## src/design/page_map_table_engine_top_defines.svh

```systemverilog
// ----------------------------------------------------------------------------
// Page map table engine assertion macros
// Concurrent checks sampled on clk and masked during rst.
// ----------------------------------------------------------------------------
`ifndef PAGE_MAP_TABLE_ENGINE_TOP_DEFINES_SVH
`define PAGE_MAP_TABLE_ENGINE_TOP_DEFINES_SVH

// same-cycle implication
`define PMTE_ASSERT_NOW(label, ante, cons, msg) \
  label: assert property (@(posedge clk) disable iff (rst) (ante) |-> (cons)) \
    else $error(msg);

// next-cycle implication
`define PMTE_ASSERT_NEXT(label, ante, cons, msg) \
  label: assert property (@(posedge clk) disable iff (rst) (ante) |=> (cons)) \
    else $error(msg);

`endif

```

## src/design/pmte_ram.sv

```systemverilog
// ----------------------------------------------------------------------------
// Page map table engine RAM
// Generic single write port, single read port memory with registered read.
// ----------------------------------------------------------------------------
module pmte_ram #(
  parameter int WIDTH = 8,
  parameter int DEPTH = 16,
  localparam int AW = (DEPTH > 1) ? $clog2(DEPTH) : 1
) (
  input  logic             clk,
  input  logic             we,
  input  logic [AW-1:0]    waddr,
  input  logic [WIDTH-1:0] wdata,
  input  logic             re,
  input  logic [AW-1:0]    raddr,
  output logic [WIDTH-1:0] rdata
);

  logic [WIDTH-1:0] mem [DEPTH];

  always_ff @(posedge clk) begin
    if (we) begin
      mem[waddr] <= wdata;
    end
    if (re) begin
      rdata <= mem[raddr];
    end
  end

endmodule

```

## config.mk

```make
export PLATFORM = sky130hd
export DESIGN_NAME = pmte_ram
export DESIGN_NICKNAME = d
export VERILOG_FILES = /design/src/design/page_map_table_engine_top_defines.svh /design/src/design/pmte_ram.sv
export SDC_FILE = /design/constraint.sdc
export NUM_CORES = 1
export LEC_CHECK = 0
export ABC_AREA = 1
export BUFFER_PORTS_ARGS = -buffer_cell sky130_fd_sc_hd__buf_4
export CAP_MARGIN = 20
export CORE_ASPECT_RATIO = 1.25
export CORE_MARGIN = 5
export CORE_UTILIZATION = 32
export CTS_CLUSTER_SIZE = 40
export DETAILED_ROUTE_END_ITERATION = 8
export GPL_TIMING_DRIVEN = 0
export HOLD_SLACK_MARGIN = 0.02
export SETUP_SLACK_MARGIN = 0.4
export SYNTH_ARGS = -nofsm -noshare
export SYNTH_HDL_FRONTEND = slang
export SYNTH_SLANG_ARGS = --single-unit
```

## constraint.sdc

```tcl
create_clock -name clk -period 1.15 [get_ports clk]
set_input_delay 0.0575 -clock clk [delete_from_list [all_inputs] [get_ports clk]]
set_output_delay 0.0575 -clock clk [all_outputs]
set_load 0.1 [all_outputs]
```

==> impl_metrics.toml <==
[outcome]
outcome = "complete, no violations"

[worst_setup_path]
timing.rr.end = "rdata[1]"
critPathArrivalTime_ps = 1270
cp_cell_sequence = "inv_1 -> nand2_1 -> nand3_1 -> nand3_2 -> nand3_4 -> nand2_2"
endpoint_kind = "flop"
critPathMaxStageDelay_ps = 360
r2r_slack_ps = 50
ff2ff_path_depth = 6
path_class = "flop to flop"
crit_slowest_cell = "edfxtp_1"
required_ps = 1320
cp_max_fo = 1
rr_startpoint = "mem[0][1]"
start_kind = "flop"

[logic_synthesis]
yosys.area_share.simple_pct = 20.8
synth.distinct_cells = 11
synthMuxAreaShare_pct = 0
synth_xor_area_share_pct = 0
syn_area_mm2 = 0.00585
synthesis.nets = 570
synth_top_family_by_area = "simple AND/OR/NAND/NOR gates"
synth_warnings = 0
yosysSeqAreaShare_pct = 69.8
syn_inst = 551
synth-seq-cells = 136
synth_area_per_cell_um2 = 10.6
synth_compound_area_share_pct = 0
synth_fa_ha_area_share_pct = 0

[cts]
cts.clk_slew.worst_paths_ps = 60
cts_tree = "done"
clock-sinks = 136
cts_buffers = 17
worstSkewPairLatency_ps = 410
clockBufferDepth = 2
htreeDepth = 4
clockRootBuffer = "clkbuf_16"

[timing]
rsz0062_at_grt = "yes"
fin_crit_ps = 1100
finalHoldViolCount = 0
maxSlewViolCount = 0
fin_skew_ps = 4.75
relSlewSlack_pct = 69.4
max_freq_ghz = 0.908
final-setup-viol-count = 0
tightest_slew_ps = 460
tns_ps = 0
period_share_pct = 95.8

[grt]
grt_max_degree = 17
gr-total-overflow = 0
antenna_found_initial = 0
grt_pass1_vias = 3995
grt_pass1_wl_mm = 21.7
grt_usage_pct = 13.9

[floorplan]
fp.dieH_um = 161
initial_core_util_pct = 32.4
die_area_mm2 = 0.0211
rows = 55
coreArea_mm2 = 0.0180
ioPinCount = 27
chipWidth_um = 131

[routing]
ant_nets = 0
dr.pass1.iters = 5
wl_mm = 13.9
viasPerCell = 4.57
num_vias = 3882
wl_per_cell_um = 16.4
drcViolationCount = 0
drtIter0Drc = 312

[worst_hold_path]
min_path_type = "input pin to flop"
hold_end = "mem[15][7]"
hold_path_startpoint = "wdata[7]"
whs_path_depth = 1

[place]
io_buffers = 23
gp_congestion = 0.874
place_inst = 802
hpwl_mm = 9.49

[cells_and_area]
drive_gt1_share_pct = 24.9
final_common_cell = "nand2_1"
nets = 628
nFillCells = 1677
fin_cells = 850
num_antenna_cells = 0
area_growth_pct = 28.9
final_cell_mix = "nand2_1, edfxtp_1, inv_1, nand3_1, nand3_2"

[power_and_ir_drop]
power_mw = 12.0
peakVddDrop_uv = 1030
p_leak_nw = 3.12
power.density_mw_per_mm2 = 1590

[job]
drv.max_cap_violation_count = 0
-- sequential cells by signal (all words and copies together), names as in the netlist --
signal  count
mem       128
rdata       8
-- cell families after synthesis --
kind of cell | Yosys count
buffers and inverters | 126
flip-flops | 136
AND/OR/NAND/NOR | 289
-- routing by layer --
| metal | track usage, % | routed length (um) | vias up |
|---|---|---|---|
| met4 | 7.20 | 512 | 0 |
| met2 | 23.7 | 7160 | 124 |
| li1 | - | - | 1904 |
| met5 | 0 | 0 | - |
| met3 | 2.65 | 626 | 29 |
| met1 | 16.4 | 5640 | 1825 |
-- metrics by stage --
| stage | setup slack, ps | util [%] | hold slack (ps) | area [um^2] |
|---|---|---|---|---|
| final | 48.2 | 41.8 | 21.5 | 7530 |
| after global routing | -21.5 | 41.8 | 24.5 | 7530 |
| after CTS | 70.1 | 41.0 | 23.4 | 7380 |
| after detailed placement | -291 | 35.6 | 333 | 6420 |
| after global placement | -233 | 35.6 | 331 | 6420 |
| after floorplan | 188 | - | 156 | 5960 |
-- worst max-delay path: cells and delay by family, from the launching register on --
family                 cells  cell delay [ps]
AND/OR/NAND/NOR            5              430
flip-flops                 1              360
buffers and inverters      1               60
-- Yosys cell counts --
cell,n,area [um^2]
nand2_1,173,649
edfxtp_1,136,4080
inv_1,100,375
nand3_1,97,485
nor2_1,17,63.8
buf_2,13,65.1
buf_6,6,67.6
buf_4,4,30.0
inv_2,2,7.51
nand3b_1,2,15.0
buf_1,1,3.75
-- power by group --
| group | switching, mW | internal [mW] |
|---|---|---|
| combinational | 0.750 | 0.369 |
| clock | 2.04 | 3.19 |
| sequential | 0.0392 | 5.59 |
-- worst max path at each step --
stage / slack, ps / end / cells after the start / startpoint
6_report: 50 / rdata[1] / 6 / mem[0][1]
5_1_grt: -20 / rdata[1] / 6 / mem[3][1]
4_1_cts: 70 / rdata[3] / 6 / mem[1][3]
3_5_place_dp: -290 / mem[7][5] / 3 / waddr[3]
3_3_place_gp: -230 / mem[7][2] / 3 / waddr[3]
2_1_floorplan: 190 / rdata[0] / 0 / rdata[0]
-- repair_timing --
action,in CTS,in global routing
hold endpoints to repair,105,0
gates resized for setup,49,31
setup endpoints to repair,80,32
pin swaps,28,11
gates cloned,0,0
buffers inserted,6,2
hold buffers,8,0
-- area by class of cell --
type | count | area, um^2 | area share [%]
Buffer | 24 | 166 | 2.21
Clock inverter | 15 | 155 | 2.06
Sequential cell | 136 | 4080 | 54.2
Timing Repair Buffer | 39 | 474 | 6.29
Inverter | 102 | 383 | 5.08
Tap cell | 228 | 285 | 3.79
Multi-Input combinational cell | 289 | 1560 | 20.7
Clock buffer | 17 | 425 | 5.65
(Power assumes the default switching activity.)
