File: src/design/page_map_table_engine_top_defines.svh
// ----------------------------------------------------------------------------
// Page map table engine assertion macros
// Concurrent checks sampled on clk and masked during rst.
// ----------------------------------------------------------------------------
`ifndef PAGE_MAP_TABLE_ENGINE_TOP_DEFINES_SVH
`define PAGE_MAP_TABLE_ENGINE_TOP_DEFINES_SVH

// same-cycle implication
`define PMTE_ASSERT_NOW(label, ante, cons, msg) \
  label: assert property (@(posedge clk) disable iff (rst) (ante) |-> (cons)) \
    else $error(msg);

// next-cycle implication
`define PMTE_ASSERT_NEXT(label, ante, cons, msg) \
  label: assert property (@(posedge clk) disable iff (rst) (ante) |=> (cons)) \
    else $error(msg);

`endif

File: src/design/pmte_pkg.sv
// ----------------------------------------------------------------------------
// Page map table engine package
// Field widths, opcodes, status codes and word types shared by the engine.
// ----------------------------------------------------------------------------
package pmte_pkg;

  localparam int PAGE_W    = 12;
  localparam int CFG_W     = 13;
  localparam int COUNT_W   = 7;
  localparam int OPCODE_W  = 2;
  localparam int STATUS_W  = 2;
  localparam int BLK_IDX_W = 6;

  localparam int MAP_DEPTH_DEF       = 4096;
  localparam int PAGES_PER_BLOCK_DEF = 64;

  localparam logic [CFG_W-1:0] PAGES_IN_USE_RST = CFG_W'(4096);

  localparam logic [OPCODE_W-1:0] OP_UPDATE = 2'd0;
  localparam logic [OPCODE_W-1:0] OP_LOOKUP = 2'd1;
  localparam logic [OPCODE_W-1:0] OP_RESET  = 2'd2;

  localparam logic [STATUS_W-1:0] ST_OK      = 2'd0;
  localparam logic [STATUS_W-1:0] ST_RANGE   = 2'd1;
  localparam logic [STATUS_W-1:0] ST_INVALID = 2'd2;

  typedef struct packed {
    logic [OPCODE_W-1:0]  opcode;
    logic [PAGE_W-1:0]    logical_page;
    logic [PAGE_W-1:0]    physical_page;
    logic [BLK_IDX_W-1:0] block_index;
  } cmd_t;

  typedef struct packed {
    logic [STATUS_W-1:0] status;
    logic                mapped;
    logic [PAGE_W-1:0]   mapped_page;
    logic [COUNT_W-1:0]  invalid_count;
  } rsp_t;

  typedef struct packed {
    logic load;
    logic step;
  } split_ctl_t;

endpackage

File: src/design/pmte_split.sv
// ----------------------------------------------------------------------------
// Page map table engine page splitter
// Splits a page into block and offset by reciprocal multiply, two stages.
// ----------------------------------------------------------------------------
module pmte_split import pmte_pkg::*; #(
  parameter int PAGES_PER_BLOCK = PAGES_PER_BLOCK_DEF,
  parameter int BLK_W = 6,
  localparam int OFF_W = $clog2(PAGES_PER_BLOCK)
) (
  input  logic              clk,
  input  split_ctl_t        ctl,
  input  logic [PAGE_W-1:0] page,
  output logic [BLK_W-1:0]  block,
  output logic [OFF_W-1:0]  offset
);

  localparam int SHIFT  = PAGE_W + $clog2(PAGES_PER_BLOCK);
  localparam int MUL_W  = PAGE_W + 2;
  localparam int PROD_W = PAGE_W + MUL_W;
  localparam logic [MUL_W-1:0] MUL_K =
    MUL_W'(((64'd1 << SHIFT) + 64'(PAGES_PER_BLOCK) - 64'd1) / 64'(PAGES_PER_BLOCK));
  localparam logic [PAGE_W-1:0] PPB_K = PAGE_W'(PAGES_PER_BLOCK);

  logic [PROD_W-1:0] prod;
  logic [PAGE_W-1:0] quot;
  logic [PAGE_W-1:0] page_d;
  logic [PAGE_W-1:0] base;

  assign prod = PROD_W'(page) * PROD_W'(MUL_K);
  assign base = PAGE_W'(quot * PPB_K);

  always_ff @(posedge clk) begin
    if (ctl.load) begin
      quot   <= PAGE_W'(prod >> SHIFT);
      page_d <= page;
    end
    if (ctl.step) begin
      offset <= OFF_W'(page_d - base);
    end
  end

  assign block = BLK_W'(quot);

endmodule

File: config.mk
export PLATFORM = sky130hd
export DESIGN_NAME = pmte_split
export DESIGN_NICKNAME = d
export VERILOG_FILES = /design/src/design/page_map_table_engine_top_defines.svh /design/src/design/pmte_pkg.sv /design/src/design/pmte_split.sv
export SDC_FILE = /design/constraint.sdc
export NUM_CORES = 1
export LEC_CHECK = 0
export BUFFER_PORTS_ARGS = -buffer_cell sky130_fd_sc_hd__buf_4
export CORE_AREA = 4 4 41 43
export DETAILED_ROUTE_END_ITERATION = 8
export DIE_AREA = 0 0 45 47
export GPL_ROUTABILITY_DRIVEN = 0
export GPL_TIMING_DRIVEN = 0
export PLACE_DENSITY = 0.83
export SYNTH_ARGS = -nofsm -noshare
export SYNTH_HDL_FRONTEND = slang
export SYNTH_SLANG_ARGS = --single-unit
export TNS_END_PERCENT = 20
File: constraint.sdc
create_clock -name clk -period 0.88 [get_ports clk]
set_input_delay 0.044 -clock clk [delete_from_list [all_inputs] [get_ports clk]]
set_output_delay 0.044 -clock clk [all_outputs]
set_load 0.02 [all_outputs]
==> results.yml, run 1 <==
run_status:
  status: "completed"
finish:
  drive_gt1_share_pct: 49.2
  fill_cells: 75
  final_area_um2: 942
  multiInputGateArea_um2: 0
  utilization_pct: 72.4
  fin_cells: 74
  nNetsFinal: 76
  diodes: 0
  num-multi-input-gates: 0
  area_delta_synth_final_pct: 74.3
power_and_ir_drop:
  power_density_nw_per_um2: 1770
  power.internal_mw: 1.32
  p_leak_nw: 0.380
  p_clk_share_pct: 23.1
  switchingPower_mw: 0.346
  p_comb_share_pct: 14.5
  power_frac_seq_pct: 62.4
  fin_total_pwr_mw: 1.67
  peakVddDrop_uv: 1150
  swShare_pct: 20.8
worst_setup_path:
  path_cells: "buf_6"
  critPathKind: "reg2out"
  reg2reg_slack_ps: 240
  required_ps: 840
  critPathLaunchType: "register"
  crit_buf_inv: 1
  cp-end-kind: "output port"
  crit_path_start: "offset[1]$_DFFE_PP_"
  cp.arrival_ps: 830
  r2r-start: "page_d[1]$_DFFE_PP_"
  slowest_delay_ps: 400
  cp_max_fo: 1
  path_delay_family: "flip-flops"
  cp_slowest_cell: "edfxtp_1"
clock_tree:
  cts_max_level: 1
  root_buffer: "clkbuf_4"
  postCtsSetupRepairBufs: 0
  cts.sinks: 18
  cts_tree: "done"
  cts_buffers: 3
  cts_buffer_depth: 2
  clkLatencyLatePin_ps: 280
  clk_pin_slew_worst_paths_ps: 100
sta:
  rsz0062_at_grt: "true"
  period_needed_ps: 873
  finClkSkew_ps: 3.70
  final.period_utilization_pct: 99.2
  tightestPinTransition_ps: 159
  whs_ps: 10.6
  max_slew_margin_pct: 89.4
  slew_viol_final: 0
  hold_viol_final: 0
  max_freq_ghz: 1.15
  finalSetupViolCount: 0
min_path:
  hp-start: "ctl[0]"
  min_path_type: "in2reg"
routing:
  drt-initial-drc-count: 3
  drc: 0
  drt_pass1_iterations: 4
  vias: 328
  vias_per_cell: 4.43
  wire_per_inst_um: 14.1
  totalWireLength_um: 1050
  antenna_left: 0
job:
  maxCapViolations: 0
place:
  placed_cells: 59
  io_buffers: 26
  dpl_cell_area_um2: 754
global_routing:
  grt_usage_pct: 12.6
  grt_overflow_total: 0
  grt_max_degree: 13
  grt_use_met2_pct: 19.8
  grt_pass1_vias: 369
  grt_first_pass_wirelength_um: 1750
  grt_antenna_before_repair: 0
  met1_usage_pct: 13.0
  met3_usage_pct: 8.05
  grt-busiest-layer: "met2"
floorplan:
  num_rows: 13
  core_area_um2: 1300
  die_h_um: 47
  ios: 27
  die-area_um2: 2120
  chipWidth_um: 45
  start_util_pct: 41.5
yosys:
  synthCells: 18
  syn_area_um2: 541
  synthDistinctLibCells: 1
  synth_compound_area_share_pct: 0
  synth_adder_area_share_pct: 0
  synthMuxAreaShare_pct: 0
  yosys_warnings: 0
  syn-num-nets: 33
  synth_xor_area_share_pct: 0
  ys_seq_area_share_pct: 100
  synth_seq_cells: 18
  synthSimpleGateAreaFrac_pct: 0
  syn_avg_cell_area_um2: 30.0
## cells by family (layout without fill, tap and decap cells)
logic type / Yosys count / after routing
DFF: 18 / 18
buffers and inverters: 0 / 41
## layout by cell type, fill, tap and decap left out
master,count
edfxtp_1,18
buf_4,14
dlygate4sd3_1,12
clkbuf_4,3
buf_6,12
## final timing paths
kind | cells after the start | to
min | 1 | offset[2]$_DFFE_PP_
min reg2reg | 0 | offset[0]$_DFFE_PP_
max reg2reg | 0 | offset[1]$_DFFE_PP_
max | 1 | offset[1]
## layout make-up
cell class / instances / area [µm²] / area share, %
timing repair buffer: 38 / 360 / 38.2
sequential: 18 / 541 / 57.4
clock buffer: 3 / 22.5 / 2.39
tap: 15 / 18.8 / 1.99
## stage by stage
step	setup WS, ps	setup TNS (ps)
finish	7.28	0
CTS	0.324	0
detailed placement	250	0
global route	-43.3	-257
floorplan	291	0
global placement	268	0
## synth_stat cells (all sizes together)
| cell | count | area [µm²] |
|---|---|---|
| edfxtp | 18 | 541 |
## layer usage
metal | part of all wire (%) | vias up | routed length, µm
met3 | 15 | 2 | 157
met5 | 0 | - | 0
met1 | 36 | 143 | 381
met2 | 47 | 29 | 492
met4 | 1.3 | 0 | 14
li1 | - | 154 | -
## power by group through the flow
stage	clock network (mW)	registers, mW	logic (mW)
floorplan	0	1.10	0
global placement	0	1.05	0.172
detailed placement	0	1.05	0.175
CTS	0.380	1.04	0.221
global route	0.440	1.05	0.256
finish	0.385	1.04	0.242
## timing repair
item,in CTS,in global routing
setup endpoints to repair,2,12
endpoints found under the hold margin,12,0
pin swaps,0,0
hold buffers,12,0
resized for setup,2,10
## state kept, by name, indices dropped and copies added, names as in the netlist
| name | flops |
|---|---|
| page_d | 6 |
| quot | 6 |
| offset | 6 |
No activity file was read; power rests on OpenSTA's default activity.
==> run 2, diff against run 1 <==
--- a/config.mk
+++ b/config.mk
@@ -5,7 +5,7 @@
 export SDC_FILE = /design/constraint.sdc
 export NUM_CORES = 1
 export LEC_CHECK = 0
-export BUFFER_PORTS_ARGS = -buffer_cell sky130_fd_sc_hd__buf_4
+export BUFFER_PORTS_ARGS = -buffer_cell sky130_fd_sc_hd__buf_2
 export CORE_AREA = 4 4 41 43
 export DETAILED_ROUTE_END_ITERATION = 8
 export DIE_AREA = 0 0 45 47
==> run 2 against run 1 <==
Against the previous run:
- critical path depth did not move
- utilization fell by 7.5 points
- cell count did not move
- hold slack improved by 42 ps
- setup slack improved by 11 ps
- die area did not move
- largest power group unchanged
==> results.yml, run 2 (synthesis gave the netlist of run 1 again) <==
sta:
  rsz0062_at_grt: "true"
  finClkSkew_ps: 2.25
  finalSetupViolCount: 0
  slew_viol_final: 0
  hold_viol_final: 0
  max_slew_margin_pct: 82.4
  tightestPinTransition_ps: 264
  period_needed_ps: 862
  setup_tns_ps: 0
  final.period_utilization_pct: 98.0
  max_freq_ghz: 1.16
global_routing:
  grt_antenna_before_repair: 0
  grt_pass1_vias: 366
  grt_usage_pct: 11.0
  grt_overflow_total: 0
  grt_first_pass_wirelength_um: 1550
  grt_max_degree: 13
clock_tree:
  postCtsSetupRepairBufs: 0
  clk_pin_slew_worst_paths_ps: 90
  cts_buffers: 3
  cts.sinks: 18
  clkLatencyLatePin_ps: 280
  cts_tree: "done"
  cts_buffer_depth: 2
  cts_max_level: 1
  root_buffer: "clkbuf_4"
routing:
  drt-initial-drc-count: 2
  vias_per_cell: 4.55
  totalWireLength_um: 993
  drc: 0
  vias: 337
  antenna_left: 0
  wire_per_inst_um: 13.4
  drt_pass1_iterations: 4
worst_setup_path:
  cp.arrival_ps: 820
  cp_slowest_cell: "edfxtp_1"
  critPathKind: "reg2out"
  required_ps: 840
  crit_buf_inv: 1
  path_delay_family: "flip-flops"
  cp_max_fo: 1
  critical_path_cell_count: 1
  critPathLaunchType: "register"
  path_cells: "buf_2"
  cp-end-kind: "output port"
  slowest_delay_ps: 370
  reg2regPathDepth: 0
floorplan:
  start_util_pct: 41.5
  core_area_um2: 1300
  ios: 27
  die_h_um: 47
  die-area_um2: 2120
  num_rows: 13
  chipWidth_um: 45
place:
  dpl_cell_area_um2: 689
  io_buffers: 26
min_path:
  hold_path_depth: 1
  min_path_type: "in2reg"
finish:
  multiInputGateArea_um2: 0
  reg_top3: "offset: 6 flops, page_d: 6 flops, quot: 6 flops"
  mostFrequentLayoutCells: "24 x buf_2, 18 x edfxtp_1, 12 x dlygate4sd3_1"
  nNetsFinal: 76
  fill_cells: 101
  drive_gt1_share_pct: 49.2
  num-multi-input-gates: 0
  area_delta_synth_final_pct: 56.3
  final_area_um2: 845
  utilization_pct: 64.9
  diodes: 0
  final_common_cell: "buf_2"
run_status:
  status: "completed"
power_and_ir_drop:
  p_leak_nw: 0.347
  fin_total_pwr_mw: 1.59
  peakVddDrop_uv: 1180
  power_density_nw_per_um2: 1890
job:
  maxCapViolations: 0
==> run 2: cell counts in the layout (fill, tap and decap cells not counted) <==
No cell type changed its count.
==> run 2: final cells by class <==
class / count / area [µm²] / share of cell area (%)
clock buffer: 3 / 22.5 / 2.67
sequential: 18 / 541 / 64.0
tap: 15 / 18.8 / 2.22
timing repair buffer: 38 / 263 / 31.1
==> run 2: final timing paths <==
path	end	from	slack, ps
setup / recovery	block[4]	quot[4]$_DFFE_PP_	20
hold / removal	offset[4]$_DFFE_PP_	ctl[0]	50
setup reg to reg	offset[1]$_DFFE_PP_	page_d[1]$_DFFE_PP_	250
hold reg to reg	offset[3]$_DFFE_PP_	page_d[3]$_DFFE_PP_	430
==> run 2: routing by layer <==
| layer | wire, µm | GRT usage (%) |
|---|---|---|
| met5 | 0 | 0 |
| met4 | 6 | 8.77 |
| met2 | 498 | 17.2 |
| met1 | 364 | 11.8 |
| met3 | 124 | 4.60 |
==> run 2: power breakdown <==
part | internal [mW] | switching (mW) | total, mW
logic | 0.0899 | 0.0953 | 0.185
clock network | 0.159 | 0.217 | 0.376
registers | 1.02 | 0.0156 | 1.03
total | 1.26 | 0.328 | 1.59
==> run 2: repair_timing <==
| item | CTS | global route |
|---|---|---|
| gates resized for setup | 0 | 4 |
| hold buffers | 12 | 0 |
| endpoints found under the hold margin | 12 | 0 |
| setup endpoints to repair | 3 | 10 |
==> run 2: stage by stage <==
step / worst slack [ps] / std cells / hold slack, ps
finish: 17.9 / 74 / 52.9
global route: -26.7 / 74 / 64.3
CTS: -7.24 / 74 / 48.0
detailed placement: 249 / 59 / 222
global placement: 272 / 59 / 221
floorplan: 291 / 18 / 143
